**src/sv/vvs_pkg.sv**
```systemverilog
package vvs_pkg;

	localparam int SIDE_DEF      = 16;
	localparam int ID_BITS_DEF   = 16;
	localparam int LOG_DEPTH_DEF = 64;

	localparam int OP_W    = 2;
	localparam int COORD_W = 8;
	localparam int BLK_W   = 16;
	localparam int VER_W   = 48;
	localparam int CAP_W   = 7;
	localparam int ST_W    = 3;

	localparam int MAX_RES = 64;
	localparam logic [VER_W-1:0] VER_MAX     = {VER_W{1'b1}};
	localparam logic [CAP_W-1:0] LIMIT_RESET = CAP_W'(64);

	typedef enum logic [OP_W-1:0] {
		OP_READ = 2'd0,
		OP_EDIT = 2'd1,
		OP_DIFF = 2'd2,
		OP_NONE = 2'd3
	} op_t;

	typedef enum logic [ST_W-1:0] {
		ST_READ   = 3'd0,
		ST_EDIT   = 3'd1,
		ST_ENTRY  = 3'd2,
		ST_EMPTY  = 3'd3,
		ST_RESYNC = 3'd4
	} status_t;

endpackage

```
**src/sv/vvs_ram.sv**
```systemverilog
module vvs_ram #(
	parameter int DEPTH = vvs_pkg::LOG_DEPTH_DEF,
	parameter int WIDTH = vvs_pkg::BLK_W
) (
	input  logic                                   clk,
	input  logic                                   we,
	input  logic [(DEPTH > 1 ? $clog2(DEPTH) : 1)-1:0] waddr,
	input  logic [WIDTH-1:0]                       wdata,
	input  logic                                   re,
	input  logic [(DEPTH > 1 ? $clog2(DEPTH) : 1)-1:0] raddr,
	output logic [WIDTH-1:0]                       rdata
);

	logic [WIDTH-1:0] mem [DEPTH];

	always_ff @(posedge clk) begin
		if (we) begin
			mem[waddr] <= wdata;
		end
		if (re) begin
			rdata <= mem[raddr];
		end
	end

endmodule

```
**config.mk**
```make
export PLATFORM = sky130hd
export DESIGN_NAME = vvs_ram
export DESIGN_NICKNAME = d
export VERILOG_FILES = /design/src/sv/vvs_pkg.sv /design/src/sv/vvs_ram.sv
export SDC_FILE = /design/constraint.sdc
export NUM_CORES = 1
export LEC_CHECK = 0
export BUFFER_PORTS_ARGS = -buffer_cell sky130_fd_sc_hd__buf_4
export CORE_ASPECT_RATIO = 2
export CORE_MARGIN = 4
export CORE_UTILIZATION = 60
export CTS_CLUSTER_DIAMETER = 80
export DETAILED_ROUTE_END_ITERATION = 6
export PLACE_DENSITY = 0.76
export SLEW_MARGIN = 20
export SYNTH_ARGS = -nofsm -noshare
export SYNTH_HDL_FRONTEND = slang
export SYNTH_SLANG_ARGS = --single-unit
```
**constraint.sdc**
```tcl
create_clock -name clk -period 7.3 [get_ports clk]
set_clock_uncertainty 0.15 [all_clocks]
set_input_delay 1.46 -clock clk [delete_from_list [all_inputs] [get_ports clk]]
set_output_delay 1.46 -clock clk [all_outputs]
set_load 0.1 [all_outputs]
```
# == Word-level counts from Yosys, hierarchy flattened ==
# Memory sizes are Yosys's and may differ from the RTL's. A register that Yosys moved wholly into a read port is not among the register bits.
# Index checks and enable logic that the tools add are counted.
# op_classes
n_mux,2
# op_table
op,n
$mux W1,2
# word_totals
register_bits,0
mem_bits_rw,1024
out_inout_bits,16
elab_cells,3
n_memories,1
# mem_list
name,depth,word_bits,rd,rd_ports_with_merged_regs,wr,line_no,text
mem,64,16,1,1,1,vvs_ram.sv:14,logic [WIDTH-1:0] mem [DEPTH];

# == Longest topological paths before layout ==
# depth
depth_word,2
mapped_depth,10

# == Least setup slack after synthesis ==
# No wires, ideal clock.
# synth_path
path_kind,input -> register
start,input port waddr[3] in the netlist's numbering
end,memory mem[48][0] in the netlist's numbering (enable)
t_arrival_ns,3.086
slack_ns,3.655
cell_stages,4
n_path_buf,1
cell_sequence,clkbuf_1 -> nor2b_1 -> nand4b_1 -> nor3_1
# synth_rtl
item,line_no,text
"start, declared",vvs_ram.sv:7,"input logic [(DEPTH > 1 ? $clog2(DEPTH) : 1)-1:0] waddr,"
"end, declared",vvs_ram.sv:14,
# Straight into the memory's write port.

==> run_summary.xml <==
<?xml version="1.0" encoding="UTF-8"?>
<metrics>
  <group name="status">
    <metric name="outcome" unit="">completed</metric>
  </group>
  <group name="drt">
    <metric name="antenna_left" unit="">0</metric>
    <metric name="drc" unit="">0</metric>
    <metric name="dr.first_iter.drc_count" unit="">2425</metric>
    <metric name="firstDrtPassIters" unit="">5</metric>
    <metric name="routed_wl" unit="mm">94.74</metric>
    <metric name="vias" unit="">19070</metric>
    <metric name="drt-wirelength-per-cell" unit="um">33.06</metric>
    <metric name="viasPerCell" unit="">6.654</metric>
  </group>
  <group name="cts">
    <metric name="clk_latency" unit="ns">0.65</metric>
    <metric name="clock_sinks" unit="">1040</metric>
    <metric name="hold_buffers" unit="">0</metric>
    <metric name="clk_root_buffer_cell" unit="">sky130_fd_sc_hd__clkbuf_16</metric>
    <metric name="cts_setup_buffers" unit="">0</metric>
    <metric name="post_cts.resized_instances" unit="">0</metric>
    <metric name="cts_buffers" unit="">82</metric>
    <metric name="clock_tree_from_tritoncts" unit="">built</metric>
    <metric name="path_clk_slew" unit="ns">0.07</metric>
    <metric name="clock_tree.buffer_depth" unit="">3</metric>
    <metric name="h_tree_levels" unit="">3</metric>
  </group>
  <group name="grt">
    <metric name="gr-usage-all-layers" unit="%">27.10</metric>
    <metric name="first_global_vias" unit="">19844</metric>
    <metric name="grt_antenna_before_repair" unit="">2</metric>
    <metric name="maximum_number_of_pins_on_one_net_before_global_route_repair" unit="">103</metric>
    <metric name="grt_overflow_total" unit="">0</metric>
    <metric name="grt_first_pass_wirelength" unit="mm">138.0</metric>
  </group>
  <group name="synthesis">
    <metric name="synth_area_per_cell" unit="sq um">21.98</metric>
    <metric name="number_of_register_bits_inferred_by_synthesis" unit="">1040</metric>
    <metric name="number_of_synthesized_flops_with_an_enable_pin" unit="">1040</metric>
    <metric name="async_flop_share" unit="%">0</metric>
    <metric name="synth_fp_nets" unit="">1860</metric>
    <metric name="netlist_area" unit="sq um">40200</metric>
    <metric name="ys_seq_area_share" unit="%">77.68</metric>
    <metric name="count_of_distinct_cell_types_in_the_synthesized_netlist" unit="">42</metric>
    <metric name="synth.yosys.warnings" unit="">0</metric>
    <metric name="synth_ff_type" unit="">sky130_fd_sc_hd__edfxtp_1</metric>
    <metric name="synthCells" unit="">1829</metric>
  </group>
  <group name="layout">
    <metric name="commonest_non_fill_non_tap_cell_in_the_layout" unit="">sky130_fd_sc_hd__edfxtp_1</metric>
    <metric name="final_cell_mix" unit="">sky130_fd_sc_hd__edfxtp_1, sky130_fd_sc_hd__mux4_2, sky130_fd_sc_hd__buf_4, sky130_fd_sc_hd__mux2i_1, sky130_fd_sc_hd__clkbuf_16</metric>
    <metric name="fin_nets" unit="">1949</metric>
    <metric name="final-instance-count-excl-fill" unit="">2866</metric>
    <metric name="post_synthesis_to_final_layout_area_growth" unit="%">10.02</metric>
    <metric name="drive_above_1_share" unit="%">25.71</metric>
    <metric name="postLayoutCoreUtil" unit="%">66.45</metric>
  </group>
  <group name="place">
    <metric name="placedCellCount" unit="">2718</metric>
    <metric name="hpwl" unit="mm">57.29</metric>
    <metric name="port_buffers" unit="">46</metric>
    <metric name="gpl.final_weighted_congestion" unit="">0.8431</metric>
  </group>
  <group name="sta">
    <metric name="final_max_slew_viol_count" unit="">0</metric>
    <metric name="maxSlewHeadroom" unit="%">24.34</metric>
    <metric name="min_period_over_period" unit="%">62.67</metric>
    <metric name="worst_pin_slew" unit="ns">1.134</metric>
    <metric name="grt_setup_unrepaired" unit="">no</metric>
    <metric name="final.min_clock_period" unit="ns">4.575</metric>
    <metric name="achievable-frequency" unit="GHz">0.2186</metric>
    <metric name="timing.setup.tns" unit="ns">0</metric>
    <metric name="final-hold-violation-count" unit="">0</metric>
    <metric name="report.final.setup_viol" unit="">0</metric>
  </group>
  <group name="setup_path">
    <metric name="worstSetupStartpoint" unit="">raddr[0]</metric>
    <metric name="critPathArrivalTime" unit="ns">4.83</metric>
    <metric name="crit_type" unit="">input pin to flip-flop</metric>
    <metric name="critPathLaunchType" unit="">input pin</metric>
    <metric name="worstReg2RegStart" unit="">mem[2][13]</metric>
    <metric name="critPathMaxFanout" unit="">75</metric>
    <metric name="worst_setup_path_end_kind" unit="">flip-flop</metric>
    <metric name="timing.critical_path.required" unit="ns">7.55</metric>
  </group>
  <group name="die">
    <metric name="placeable_core_region" unit="sq um">66560</metric>
    <metric name="die-width" unit="um">191.0</metric>
    <metric name="starting_density_of_the_core" unit="%">60.40</metric>
    <metric name="die_y" unit="um">374.1</metric>
    <metric name="dieArea" unit="sq um">71460</metric>
    <metric name="rows" unit="">134</metric>
    <metric name="design.portCount" unit="">47</metric>
  </group>
  <group name="hold_path">
    <metric name="min-delay-start" unit="">mem[26][2]</metric>
    <metric name="worstHoldPathType" unit="">flip-flop to flip-flop</metric>
  </group>
  <group name="pwr">
    <metric name="power_density" unit="nW/um^2">267.2</metric>
    <metric name="power.leakage" unit="nW">13.84</metric>
    <metric name="worst_supply_voltage_drop_on_vdd" unit="uV">165.7</metric>
  </group>
  <group name="run">
    <metric name="maxCapViolations" unit="">0</metric>
  </group>
</metrics>
[metrics by stage]
| stage | worst slack (ns) | total power, mW | hold WS (ns) | area (sq um) |
|---|---|---|---|---|
| final | 2.725 | 11.82 | 0.8248 | 44230 |
| after global routing | 2.435 | 12.16 | 0.8798 | 44230 |
| after CTS | 2.653 | 11.87 | 0.8325 | 44220 |
| after detailed placement | 1.978 | 7.425 | 0.7870 | 41520 |
| after global placement | 1.969 | 7.405 | 0.7749 | 41520 |
| after floorplan | 3.655 | 7.165 | 0.6780 | 40200 |
[layer usage]
layer	GRT usage [%]	vias to the layer above	wire [um]
li1	-	7848	-
met1	32.46	9927	30650
met2	47.07	1068	50950
met3	4.182	225	6901
met4	14.92	2	6220
met5	0	-	13
[worst max-delay path, cell delays in order]
cell                      delay (ns)
sky130_fd_sc_hd__buf_8          0.64
sky130_fd_sc_hd__buf_4          0.83
sky130_fd_sc_hd__mux4_2         0.60
sky130_fd_sc_hd__mux2_2         0.27
sky130_fd_sc_hd__nand2_1        0.07
sky130_fd_sc_hd__nand4_1        0.42
sky130_fd_sc_hd__and4_1         0.40
[sequential cells by signal, indices dropped and copies added, names as in the netlist]
name,cells
rdata,16
mem,1024
[report_power, final]
part | total (mW) | internal, mW | switching (mW)
Combinational | 0.656 | 0.213 | 0.442
Sequential | 6.64 | 6.62 | 0.0209
Clock | 4.52 | 2.50 | 2.02
Total | 11.8 | 9.33 | 2.49
[cells by family after synthesis]
family,after synthesis,synth area share (%)
multiplexers,336,15.46
flip-flops,1040,77.68
buffers and inverters,104,1.824
AND/OR/NAND/NOR,220,2.636
AO/OA/AOI/OAI,129,2.400
[worst paths after layout]
| path | cells past startpoint | slack (ns) | end |
|---|---|---|---|
| hold reg to reg | 4 | 0.82 | rdata[2] |
| hold / removal | 4 | 0.82 | rdata[2] |
| setup / recovery | 7 | 2.73 | rdata[10] |
| setup reg to reg | 5 | 4.70 | rdata[13] |
[cells in the mapped netlist, types with 2 or more instances]
| cell type | count | area (sq um) |
|---|---|---|
| sky130_fd_sc_hd__mux2_2 | 27 | 304.0 |
| sky130_fd_sc_hd__buf_2 | 36 | 180.2 |
| sky130_fd_sc_hd__clkbuf_1 | 24 | 90.09 |
| sky130_fd_sc_hd__a22o_1 | 6 | 52.55 |
| sky130_fd_sc_hd__nor3_1 | 2 | 10.01 |
| sky130_fd_sc_hd__o21ai_0 | 5 | 25.02 |
| sky130_fd_sc_hd__nor2_2 | 2 | 12.51 |
| sky130_fd_sc_hd__nand4_1 | 12 | 75.07 |
| sky130_fd_sc_hd__a311oi_1 | 8 | 70.07 |
| sky130_fd_sc_hd__a221oi_1 | 16 | 140.1 |
| sky130_fd_sc_hd__and2_1 | 2 | 12.51 |
| sky130_fd_sc_hd__nand2_1 | 59 | 221.5 |
| sky130_fd_sc_hd__a22oi_1 | 39 | 292.8 |
| sky130_fd_sc_hd__buf_4 | 13 | 97.59 |
| sky130_fd_sc_hd__buf_12 | 5 | 100.1 |
| sky130_fd_sc_hd__a31oi_1 | 8 | 50.05 |
| sky130_fd_sc_hd__nor4_2 | 3 | 37.54 |
| sky130_fd_sc_hd__edfxtp_1 | 1040 | 31230 |
| sky130_fd_sc_hd__a21oi_1 | 17 | 85.08 |
| sky130_fd_sc_hd__and4_1 | 5 | 43.79 |
| sky130_fd_sc_hd__a221o_1 | 6 | 60.06 |
| sky130_fd_sc_hd__o21ai_1 | 3 | 15.01 |
| sky130_fd_sc_hd__nand3b_1 | 2 | 15.01 |
| sky130_fd_sc_hd__a211o_1 | 8 | 70.07 |
| sky130_fd_sc_hd__nand2b_1 | 3 | 18.77 |
| sky130_fd_sc_hd__a41oi_1 | 5 | 43.79 |
| sky130_fd_sc_hd__clkbuf_2 | 2 | 10.01 |
| sky130_fd_sc_hd__mux4_1 | 4 | 105.1 |
| sky130_fd_sc_hd__nand3_1 | 24 | 120.1 |
| sky130_fd_sc_hd__mux4_2 | 220 | 4955 |
| sky130_fd_sc_hd__a211oi_1 | 8 | 60.06 |
| sky130_fd_sc_hd__buf_1 | 3 | 11.26 |
| sky130_fd_sc_hd__mux2i_1 | 85 | 850.8 |
| sky130_fd_sc_hd__buf_6 | 17 | 191.4 |
| sky130_fd_sc_hd__buf_8 | 3 | 45.04 |
| sky130_fd_sc_hd__nor2b_1 | 30 | 187.7 |
| sky130_fd_sc_hd__nor2_1 | 72 | 270.3 |
[final cells by class]
| cell class | instances | area [sq um] |
|---|---|---|
| multi-input combinational | 685 | 8319 |
| clock buffer | 92 | 2132 |
| fill | 4087 | 22330 |
| tap | 884 | 1106 |
| sequential | 1040 | 31230 |
| antenna | 2 | 5.005 |
| clock inverter | 54 | 569.3 |
| timing repair buffer | 109 | 870.8 |
No activity file was read; power rests on OpenSTA's default activity.
